--- config.mk ---
export PLATFORM = sky130hd
export DESIGN_NAME = euler_path_edge_orienter
export DESIGN_NICKNAME = d
export VERILOG_FILES = /design/src/rtl/epeo_pkg.sv /design/src/rtl/epeo_out_reg.sv /design/src/rtl/euler_path_edge_orienter.sv
export SDC_FILE = /design/constraint.sdc
export NUM_CORES = 2
export LEC_CHECK = 0
export ABC_AREA = 1
export BUFFER_PORTS_ARGS = -buffer_cell sky130_fd_sc_hd__buf_2
export CORE_MARGIN = 10
export CORE_UTILIZATION = 60
export DETAILED_ROUTE_END_ITERATION = 7
export MAX_ROUTING_LAYER = met4
export PLACE_DENSITY = 0.73
export SKIP_LAST_GASP = 1
export SYNTH_ARGS = -nofsm -noshare
export SYNTH_HDL_FRONTEND = slang
export SYNTH_SLANG_ARGS = --single-unit
--- constraint.sdc ---
create_clock -name clk_i -period 7.47 [get_ports clk_i]
set_clock_uncertainty 0.1 [all_clocks]
set_input_delay 0.3735 -clock clk_i [delete_from_list [all_inputs] [get_ports clk_i]]
set_output_delay 0.3735 -clock clk_i [all_outputs]
set_load 0.03 [all_outputs]
--- src/rtl/epeo_pkg.sv ---
`timescale 1ns / 1ps
package epeo_pkg;
  localparam int MaxEdges = 64;
  localparam int Vertices = 7;
  localparam int VW = 3;
  localparam int EW = 7;
  localparam int PairN = Vertices * Vertices;
  localparam int PW = 6;
  localparam int SW = 7;
  localparam int NbW = 4;

  localparam logic CmdLoad = 1'b0;
  localparam logic CmdSolve = 1'b1;

  typedef enum logic [3:0] {
    ST_IDLE, ST_LOAD, ST_CHECK, ST_FRAME, ST_POPF, ST_POPR, ST_LINK,
    ST_RETIRE, ST_VERIFY, ST_EMIT, ST_FAIL, ST_CLEAR
  } state_e;

  typedef struct packed {
    logic [VW-1:0]  vert;
    logic [NbW-1:0] nb;
    logic [EW-1:0]  edge_no;
    logic           rev;
  } frame_t;

  typedef struct packed {
    logic [EW-1:0] edge_number;
    logic          reversed;
    logic          no_solution;
    logic          last;
  } result_t;
endpackage

--- src/rtl/epeo_out_reg.sv ---
`timescale 1ns / 1ps
module epeo_out_reg (
  input  logic               clk_i,
  input  logic               rst_ni,
  input  logic               in_valid_i,
  output logic               in_ready_o,
  input  epeo_pkg::result_t  in_res_i,
  output logic               out_valid_o,
  input  logic               out_ready_i,
  output epeo_pkg::result_t  out_res_o
);
  import epeo_pkg::*;
  logic    valid_q;
  result_t res_q;

  assign in_ready_o  = !valid_q || out_ready_i;
  assign out_valid_o = valid_q;
  assign out_res_o   = res_q;

  // holding register for one result
  always_ff @(posedge clk_i or negedge rst_ni) begin
    if (!rst_ni) begin
      valid_q <= 1'b0;
    end else if (in_ready_o) begin
      valid_q <= in_valid_i;
    end
  end

  always_ff @(posedge clk_i) begin
    if (in_ready_o && in_valid_i) begin
      res_q <= in_res_i;
    end
  end
endmodule

--- src/rtl/euler_path_edge_orienter.sv ---
`timescale 1ns / 1ps
// a load reads the list head, then writes the head and the link; a solve probes
// each neighbor of a frame (forward list, then reverse list) and then retires the frame,
// then each result is read from the path memory and presented, and a clear state ends it.
// one transaction is in flight at a time.
// reset clears control, degrees, visited marks and list heads via valid bits.
module euler_path_edge_orienter (
  input  logic       clk_i,
  input  logic       rst_ni,
  input  logic       s_axis_tvalid,
  output logic       s_axis_tready,
  input  logic [7:0] s_axis_tdata,  // end_a[2:0], end_b[5:3], zeros
  input  logic       s_axis_tuser,  // cmd
  output logic       m_axis_tvalid,
  input  logic       m_axis_tready,
  output logic [7:0] m_axis_tdata,  // edge_number[6:0], reversed[7]
  output logic       m_axis_tuser,  // no_solution
  output logic       m_axis_tlast   // last
);
  import epeo_pkg::*;

  state_e state_q, state_d;

  logic [EW-1:0] edge_total_q;
  logic          ovf_q;
  logic [7:0]    deg_q [Vertices];
  logic [Vertices-1:0] vis_q;
  logic [PairN-1:0] head_vld_q;
  logic [EW-1:0] head_mem [PairN];
  logic [EW-1:0] link_mem [MaxEdges];
  frame_t        stk_mem [MaxEdges+1];
  logic [EW:0]   path_mem [MaxEdges];

  frame_t        top_q;
  logic [SW-1:0] sp_q;
  logic [EW-1:0] cnt_q, emit_q;
  logic [EW-1:0] head_rd_q;
  logic [EW-1:0] link_rd_q;
  logic [EW:0]   path_rd_q;
  logic [5:0]    slot_q;
  logic          rev_q;
  logic          emit_rd_q;

  logic [VW-1:0] a, b;
  logic          acc;
  logic          load_in, load_ok;
  logic [5:0]    slot_in;
  assign a = s_axis_tdata[2:0];
  assign b = s_axis_tdata[5:3];
  assign acc = s_axis_tvalid && s_axis_tready;
  assign load_in = acc && s_axis_tuser == CmdLoad && a < VW'(Vertices) && b < VW'(Vertices);
  assign load_ok = load_in && edge_total_q < EW'(MaxEdges);
  assign slot_in = 6'(a * Vertices + b);

  logic          o_valid, o_ready;
  result_t       o_res, m_res;

  // odd-degree scan and start vertex
  logic [3:0]    odd_cnt;
  logic [VW-1:0] start_v;
  logic          start_odd, start_use;
  always_comb begin
    odd_cnt = '0;
    start_v = '0;
    start_odd = 1'b0;
    start_use = 1'b0;
    for (int i = 0; i < Vertices; i++) begin
      if (deg_q[i] != 8'd0 && !start_odd) begin
        start_v = VW'(i);
        start_use = 1'b1;
      end
      if (deg_q[i][0]) begin
        odd_cnt = odd_cnt + 4'd1;
        start_v = VW'(i);
        start_odd = 1'b1;
      end
    end
  end

  logic unvis;
  always_comb begin
    unvis = 1'b0;
    for (int i = 0; i < Vertices; i++) begin
      if (deg_q[i] != 8'd0 && !vis_q[i]) unvis = 1'b1;
    end
  end

  logic [5:0] slot_f, slot_r;
  assign slot_f = 6'(top_q.vert * Vertices + top_q.nb);
  assign slot_r = 6'(top_q.nb * Vertices + top_q.vert);
  logic [EW-1:0] head_val;
  assign head_val = head_vld_q[slot_q] ? head_rd_q : '0;

  // next state
  always_comb begin
    state_d = state_q;
    unique case (state_q)
      ST_IDLE: begin
        if (acc && s_axis_tuser == CmdSolve) state_d = ST_CHECK;
        else if (load_ok) state_d = ST_LOAD;
      end
      ST_LOAD:   state_d = ST_IDLE;
      ST_CHECK: begin
        if (ovf_q || edge_total_q == '0 || odd_cnt > 4'd2 || !start_use) state_d = ST_FAIL;
        else state_d = ST_FRAME;
      end
      ST_FRAME: begin
        if (top_q.nb < NbW'(Vertices)) state_d = ST_POPF;
        else state_d = ST_RETIRE;
      end
      ST_POPF:   state_d = (head_val != '0) ? ST_LINK : ST_POPR;
      ST_POPR:   state_d = (head_val != '0) ? ST_LINK : ST_FRAME;
      ST_LINK:   state_d = ST_FRAME;
      ST_RETIRE: state_d = (sp_q == '0) ? ST_VERIFY : ST_FRAME;
      ST_VERIFY: begin
        if (unvis || cnt_q == '0 || cnt_q != edge_total_q) state_d = ST_FAIL;
        else state_d = ST_EMIT;
      end
      ST_EMIT:   if (o_ready && emit_rd_q && emit_q == '0) state_d = ST_CLEAR;
      ST_FAIL:   if (o_ready) state_d = ST_CLEAR;
      ST_CLEAR:  state_d = ST_IDLE;
      default:   state_d = ST_IDLE;
    endcase
  end

  // outputs
  always_comb begin
    o_valid = 1'b0;
    o_res = '0;
    unique case (state_q)
      ST_EMIT: begin
        o_valid = emit_rd_q;
        o_res.edge_number = path_rd_q[EW-1:0];
        o_res.reversed = path_rd_q[EW];
        o_res.last = (emit_q == '0);
      end
      ST_FAIL: begin
        o_valid = 1'b1;
        o_res.no_solution = 1'b1;
        o_res.last = 1'b1;
      end
      default: o_valid = 1'b0;
    endcase
  end

  assign s_axis_tready = (state_q == ST_IDLE);

  // control registers
  always_ff @(posedge clk_i or negedge rst_ni) begin
    if (!rst_ni) begin
      state_q <= ST_IDLE;
      edge_total_q <= '0;
      ovf_q <= 1'b0;
      vis_q <= '0;
      head_vld_q <= '0;
      sp_q <= '0;
      cnt_q <= '0;
      emit_q <= '0;
      emit_rd_q <= 1'b0;
      for (int i = 0; i < Vertices; i++) deg_q[i] <= '0;
    end else begin
      state_q <= state_d;
      unique case (state_q)
        ST_IDLE: begin
          if (load_in) begin
            if (!load_ok) ovf_q <= 1'b1;
            else begin
              edge_total_q <= edge_total_q + 1'b1;
              // a self loop adds two to its vertex
              for (int i = 0; i < Vertices; i++) begin
                deg_q[i] <= deg_q[i] + {7'd0, a == VW'(i)} + {7'd0, b == VW'(i)};
              end
            end
          end
        end
        ST_LOAD: begin
          head_vld_q[slot_q] <= 1'b1;
        end
        ST_CHECK: begin
          vis_q[start_v] <= 1'b1;
          sp_q <= '0;
          cnt_q <= '0;
        end
        ST_POPF, ST_POPR: begin
          if (head_val != '0 && sp_q < SW'(MaxEdges)) begin
            vis_q[VW'(top_q.nb - 1'b1)] <= 1'b1;
          end
        end
        ST_LINK: begin
          if (sp_q < SW'(MaxEdges)) sp_q <= sp_q + 1'b1;
        end
        ST_RETIRE: begin
          if (top_q.edge_no != '0 && cnt_q < EW'(MaxEdges)) cnt_q <= cnt_q + 1'b1;
          if (sp_q != '0) sp_q <= sp_q - 1'b1;
        end
        ST_VERIFY: begin
          emit_q <= cnt_q - 1'b1;
          emit_rd_q <= 1'b0;
        end
        ST_EMIT: begin
          if (!emit_rd_q) emit_rd_q <= 1'b1;
          else if (o_ready) begin
            emit_rd_q <= 1'b0;
            emit_q <= emit_q - 1'b1;
          end
        end
        ST_CLEAR: begin
          edge_total_q <= '0;
          ovf_q <= 1'b0;
          vis_q <= '0;
          head_vld_q <= '0;
          for (int i = 0; i < Vertices; i++) deg_q[i] <= '0;
        end
        default: ;
      endcase
    end
  end

  // datapath and memories
  always_ff @(posedge clk_i) begin
    unique case (state_q)
      ST_IDLE: begin
        if (load_ok) begin
          head_rd_q <= head_mem[slot_in];
          slot_q <= slot_in;
        end
      end
      ST_LOAD: begin
        head_mem[slot_q] <= edge_total_q;
        link_mem[PW'(edge_total_q - 1'b1)] <= head_val;
      end
      ST_CHECK: begin
        top_q.vert <= start_v;
        top_q.nb <= '0;
        top_q.edge_no <= '0;
        top_q.rev <= 1'b0;
      end
      ST_FRAME: begin
        if (top_q.nb < NbW'(Vertices)) begin
          head_rd_q <= head_mem[slot_f];
          slot_q <= slot_f;
          top_q.nb <= top_q.nb + 1'b1;
        end
        rev_q <= 1'b0;
      end
      ST_POPF, ST_POPR: begin
        if (head_val != '0) begin
          link_rd_q <= link_mem[6'(head_val - 1'b1)];
        end else if (state_q == ST_POPF) begin
          head_rd_q <= head_mem[6'((top_q.nb - 1'b1) * Vertices + top_q.vert)];
          slot_q <= 6'((top_q.nb - 1'b1) * Vertices + top_q.vert);
          rev_q <= 1'b1;
        end
      end
      ST_LINK: begin
        head_mem[slot_q] <= link_rd_q;
        if (sp_q < SW'(MaxEdges)) begin
          stk_mem[sp_q] <= top_q;
          top_q.vert <= VW'(top_q.nb - 1'b1);
          top_q.nb <= '0;
          top_q.edge_no <= head_val;
          top_q.rev <= rev_q;
        end
      end
      ST_RETIRE: begin
        if (top_q.edge_no != '0 && cnt_q < EW'(MaxEdges)) begin
          path_mem[cnt_q[PW-1:0]] <= {top_q.rev, top_q.edge_no};
        end
        if (sp_q != '0) top_q <= stk_mem[sp_q - 1'b1];
      end
      ST_EMIT: begin
        if (!emit_rd_q) path_rd_q <= path_mem[emit_q[PW-1:0]];
      end
      default: ;
    endcase
  end

  epeo_out_reg u_out (
    .clk_i      (clk_i),
    .rst_ni     (rst_ni),
    .in_valid_i (o_valid),
    .in_ready_o (o_ready),
    .in_res_i   (o_res),
    .out_valid_o(m_axis_tvalid),
    .out_ready_i(m_axis_tready),
    .out_res_o  (m_res)
  );

  assign m_axis_tdata = {m_res.reversed, m_res.edge_number};
  assign m_axis_tuser = m_res.no_solution;
  assign m_axis_tlast = m_res.last;

  // input is taken only while idle
  a_ready_idle: assert property (@(posedge clk_i) disable iff (!rst_ni)
    s_axis_tready |-> state_q == ST_IDLE) else $error("ready outside idle");
  // a failure result carries no edge
  a_fail_clean: assert property (@(posedge clk_i) disable iff (!rst_ni)
    (m_axis_tvalid && m_axis_tuser) |-> (m_axis_tlast && m_axis_tdata == 8'd0))
    else $error("bad failure result");
  // stack never exceeds its depth
  a_sp_range: assert property (@(posedge clk_i) disable iff (!rst_ni)
    sp_q <= SW'(MaxEdges)) else $error("stack overflow");
endmodule

Word-level counts from Yosys, hierarchy flattened
Memory sizes are Yosys's and may differ from the RTL's. A register that Yosys moved wholly into a read port is not among the register bits.
Index checks and enable logic that the tools add are counted.
Storage, ports and cells
  input bits: 13
  memories: 4
  word-level logic and storage cells: 329
  output and inout bits: 12
  bits in registers: 186
  latch bits: 0
  memory bits (writable): 2278
  memory bits (read-only): 0
Memory list
  stk_mem: words 65, bits a word 15, read ports 1, clocked after Yosys merged registers in 0, wr ports 1, line euler_path_edge_orienter.sv:31  | frame_t stk_mem [MaxEdges+1];
  path_mem: words 64, bits a word 8, read ports 1, clocked after Yosys merged registers in 1, wr ports 1, line euler_path_edge_orienter.sv:32  | logic [EW:0] path_mem [MaxEdges];
  link_mem: words 64, bits a word 7, read ports 1, clocked after Yosys merged registers in 1, wr ports 1, line euler_path_edge_orienter.sv:30  | logic [EW-1:0] link_mem [MaxEdges];
  head_mem: words 49, bits a word 7, read ports 3, clocked after Yosys merged registers in 0, wr ports 1, line euler_path_edge_orienter.sv:29  | logic [EW-1:0] head_mem [PairN];
Cells by class
  shift-type cells: 0
  divide/modulo/power cells: 0
  add/sub/neg operators: 34
  $mul: 3
  equality and inequality tests: 39
  reductions and logical operators: 87
  muxes and demuxes: 115
  order comparisons: 13
  bitwise logic cells: 6
Operators with widths (number)
  adder 8 x 1 -> 8 bit: 14
  2-to-1 mux 56 bit: 2
  case mux 56 bit (2 select lines): 1
  2-to-1 mux 7 bit: 14
  case mux 49 bit (2 select lines): 1
  case mux 7 bit (3 select lines): 3
  nonzero test 8 bit: 7
  2-to-1 mux 4 bit: 13
  OR 49 bit: 1
  2-to-1 mux 1 bit: 43
  case mux 7 bit (2 select lines): 3
  case mux 4 bit (10 select lines): 1
  2-to-1 mux 3 bit: 12
  2-to-1 mux 15 bit: 2
  adder 4 x 1 -> 4 bit, second input constant: 7
  logical NOT 7 bit: 4
  logical AND 1 bit: 27
  2-to-1 mux 6 bit: 4
  inequality test 2 bit, second input constant: 12
  case mux 8 bit (3 select lines): 1
  adder 7 x 1 -> 7 bit, second input constant: 3
  < comparator 7 bit, second input constant: 3
  nonzero test 7 bit: 3
  subtractor 7 x 1 -> 7 bit, second input constant: 3
  other kinds (47): 113

Depth between registers and ports, before layout
  depth after elaboration: 21
  mapped depth: 26

Cells and area by module
A second synthesis with hierarchy kept.
Unflattened totals
  cells, all modules: 10137
  area, all modules: 110484.7 µm²
Modules (own cells, without submodules)
  euler_path_edge_orienter: cells each 10121, area an instance 110139.4 µm², times used 1, seq. area each 73380.4 µm²
  epeo_out_reg: cells each 16, area an instance 345.3 µm², times used 1, seq. area each 325.3 µm²

Least setup slack after synthesis
OpenSTA, ideal clock, no wires.
  path type: flip-flop to flip-flop
  start: reg top_q[8] (netlist name)
  end: reg head_rd_q[6] (data pin)
  clock period less this slack: 5465 ps
  setup time: 259 ps
  path slack: 2005 ps
  required time: 7111 ps
  data arrival time: 5106 ps
  path buffers: 1
  stages on the path, launching flop included: 18
  cell sequence: edfxtp_1 clkinv_1 ha_1 xnor2_1 inv_1 ha_1 fa_1 ha_1 ha_1 a21oi_1 nand2_1 xor2_1 inv_1 clkbuf_1 a21oi_1 a21oi_1 nand2_1 nand3_1
Between the ends
  longest elaborated chain between the ends: 7
  elaborated cells between the ends (all ways): 9
  classes of those cells: add/sub (3); mul (1); mux (4); memory (1)
Ends and longest elaborated chain
  from (decl): line euler_path_edge_orienter.sv:34  | frame_t top_q;
  from (signal assigned): line euler_path_edge_orienter.sv:269  | if (sp_q != '0) top_q <= stk_mem[sp_q - 1'b1];
  subtractor 4 x 1 -> 5 bit: line euler_path_edge_orienter.sv:250  | head_rd_q <= head_mem[6'((top_q.nb - 1'b1) * Vertices + top_q.vert)];
  multiplier 5 x 4 -> 6 bit: line euler_path_edge_orienter.sv:250
  adder 6 x 4 -> 6 bit: line euler_path_edge_orienter.sv:250
  memory read (49 x 7 bit) *
  2-to-1 mux 7 bit: line euler_path_edge_orienter.sv:249  | end else if (state_q == ST_POPF) begin
  2-to-1 mux 7 bit: line euler_path_edge_orienter.sv:247  | if (head_val != '0) begin
  case mux 7 bit (3 select lines) *: line euler_path_edge_orienter.sv:221  | unique case (state_q)
  to (signal assigned): line euler_path_edge_orienter.sv:224  | head_rd_q <= head_mem[slot_in];
  to (signal assigned): line euler_path_edge_orienter.sv:240  | head_rd_q <= head_mem[slot_f];
  to (signal assigned): line euler_path_edge_orienter.sv:250
  to (decl): line euler_path_edge_orienter.sv:37  | logic [EW-1:0] head_rd_q;
Every way passes the cells marked *; elsewhere a longest branch is shown, timed or not. The select of a mux whose other input is x is not followed.
A chain may end at the register's enable or synchronous reset.

Worst setup path after layout
  start: reg top_q[8] (netlist name)
  end: reg head_rd_q[0] (data pin)
Same word-level chain as after synthesis.

==> results_dict.tcl <==
set metrics [dict create \
    ys_seq_area_share_pct 66.81 \
    violations "design-rule violations" \
    cts.sinks 2479 \
    critPathKind "reg2reg" \
    area_growth_syn_to_layout_pct 9.682 \
    cts_buffer_depth 3 \
    synth_area_um2 110300 \
    ys_types 52 \
    final_common_cell "edfxtp_1" \
    syn_area_per_cell_um2 10.90 \
    synthArstFlopShare_pct 5.930 \
    cts-hold-fix-buffers 5 \
    post_cts_buffers 0 \
    cp.arrival_ns 6.27 \
    worstReg2RegStart "top_q[8]" \
    drc 1 \
    rr_worst_depth 14 \
    synth_top_area_cell "edfxtp_1" \
    num_io_pins 25 \
    grt_pass1_wl_um 458400 \
    firstDrtPassIters 8 \
    min_period_ns 5.717 \
    grt.total_usage_pct 30.02 \
    rsz0062_at_grt "false" \
    path_delay_family "adder cells" \
    fillCellCount 13300 \
    maxSlewHeadroom_pct 10.84 \
    max_stage_delay_ns 1.09 \
    setup_tns_ns 0 \
    worstPathCellList "clkinv_1 > ha_1 > xnor2_1 > inv_1 > ha_1 > inv_1 > fa_1 > fa_2 > inv_1 > a211oi_1 > o311ai_0 > nand3_1 > nand3_1 > nand2_1" \
    synthCells 10120 \
    layout.nets 9996 \
    finalCritPeriodShare_pct 76.53 \
    ys_seq_elements 2479 \
    multi_input_area_um2 31740 \
    path_max_fanout 14 \
    crit_path_top_delay_cell "o311ai_0" \
    cellPowerDensity_nw_per_um2 489.2 \
    grt_max_degree 229 \
    layout_common_cells "edfxtp_1 (2332), nand2_1 (1358), nor2_1 (1148), o21ai_0 (1039), nand3_1 (953)" \
    synth-edff-count 2332 \
    hp-class "in2async" \
    port_buffers 22 \
    clk_pin_slew_ns 0.06 \
    grt_overflow 0 \
    power_mw 59.19 \
    setup_violations 0 \
    synth_ff_type "edfxtp_1" \
    cp_common_cell "inv_1" \
    cp.depth 14 \
    vias_per_cell 6.424 \
    grt_pass1_vias 75930 \
    clkLatencyLatePin_ns 0.90 \
    drtAntennaViolNets 0 \
    cts_buffers 238 \
    dieArea_um2 201400 \
    gp_congestion 0.9581 \
    start_util_pct 60.32 \
    vias 80790 \
    wire_per_inst_um 24.24 \
    fp.coreArea_um2 182900 \
    worst_ir_drop_vdd_mv 1.029 \
    slew_viol_final 0 \
    chipWidth_um 448.8 \
    maxCapViolations 0 \
    setup.worst_path.start_class "register" \
    cp.required_ns 8.02 \
    worst-r2r-setup-slack_ns 1.75 \
    yosys_warnings 0 \
    cts.repair.resized 0 \
    regArea_um2 73720 \
    num_rows 157 \
    max_freq_ghz 0.1749 \
    antenna_found_initial 1 \
    htreeDepth 4 \
    cts_tree "built" \
    yosys-top-cells-area "edfxtp_1 (63%), o21ai_0 (4.7%), nand2_1 (4.6%), nand3_1 (4.3%), nor2_1 (4.0%)" \
    drtIter0Drc 11780 \
    dp_hpwl_um 173700 \
    synth_top_area_share_pct 63.48 \
    wirelength_um 304900 \
    critical_path_buf_inv_count 4 \
    cts_root_buf "clkbuf_16" \
    tightest_slew_ns 1.332 \
    hold_viol 0 \
    die_y_um 448.8 \
    outcome "finished with violations" \
    crit_path_end_kind "register" \
    p_leak_nw 43.18 \
    drive_above_1_share_pct 6.655 \
    r2r-end "head_rd_q[0]" \
]
## logic make-up (layout without fill, tap and decap cells)
group                      Yosys count  after routing  share of synthesized area (%)
xor gates and xnor gates            33             33                         0.2756
and+or+nand+nor                   3755           3755                          14.60
buffers and inverters             1373           1347                          4.765
adders and majority gates           83             83                          1.071
AOI/OAI and AO/OA                 2400           2400                          12.47
DFF                               2479           2479                          66.81
other                                1             16                       0.003399
## synth_stat cells (all sizes together) (64+ instances only)
library cell and instances:
nand2 1367, nand3b 154, a21oi 639, clkbuf 580, ha 64, o211ai 137
edfxtp 2332, nor3 67, nor2 1168, o21ai 1052, inv 668, o22ai 252
dfrtp 147, nand3 953, o221ai 69, buf 112
## how the worst max path moves through the flow
stage / endpoint / slack (ns) / start
2_1_floorplan: head_rd_q[6] / 2.00 / top_q[8]
3_3_place_gp: link_rd_q[2] / 2.06 / slot_q[1]
3_5_place_dp: link_rd_q[2] / 2.01 / slot_q[1]
4_1_cts: link_rd_q[2] / 1.97 / slot_q[1]
5_1_grt: link_rd_q[2] / 1.54 / slot_q[1]
6_report: head_rd_q[0] / 1.75 / top_q[8]
## registers in the layout, indices dropped and copies added (netlist names), 4 cells and up
name             cells
deg_q               56
path_mem           512
top_q               15
emit_q               7
head_rd_q            7
link_mem           448
cnt_q                7
sp_q                 7
u_out.out_res_o     10
stk_mem            975
edge_total_q         7
vis_q                7
head_mem           343
link_rd_q            7
head_vld_q          49
path_rd_q            8
slot_q               6
state_q              4
## layout make-up
class / count / share of cell area (%)
sequential: 2479 / 60.92
multi-input combinational: 6286 / 26.23
clock buffer: 302 / 5.357
tap: 2464 / 2.548
inverter: 681 / 2.138
timing repair buffer: 214 / 1.411
clock inverter: 150 / 1.388
antenna: 1 / 0.002068
## layer usage
metal / vias up / part of all wire, % / global-route usage [%]
met3: 911 / 11 / 5.382
met2: 4997 / 46 / 45.34
met4: 0 / 5.2 / 13.95
li1: 35890 / - / -
met1: 38990 / 38 / 39.85
met5: - / 0 / -
## worst register-to-register path: stages (launching register included)
cell,delay (ns)
edfxtp_1,0.35
clkinv_1,0.34
ha_1,0.43
xnor2_1,0.39
inv_1,0.19
ha_1,0.32
inv_1,0.05
fa_1,0.55
fa_2,0.46
inv_1,0.77
a211oi_1,0.11
o311ai_0,1.09
nand3_1,0.15
nand3_1,0.12
nand2_1,0.05
## where the power goes
part / total (mW) / internal (mW) / switching, mW
Combinational: 29.5 / 7.57 / 22.0
Clock: 12.4 / 7.07 / 5.32
Sequential: 17.3 / 16.8 / 0.460
## stage by stage
step / hold slack, ns / std cells / setup slack (ns) / util [%] / cell area [um2]
final: 0.0001870 / 12580 / 1.753 / 66.16 / 121000
after global routing: 0.03628 / 12580 / 1.536 / 66.16 / 121000
after CTS: 0.0003888 / 12580 / 1.973 / 66.16 / 121000
after detailed placement: 0.3605 / 12120 / 2.013 / 61.67 / 112800
after global placement: 0.3545 / 12120 / 2.061 / 61.67 / 112800
after floorplan: -0.02209 / 10140 / 2.005 / - / 110400
Power figures use the tool's default switching activity.
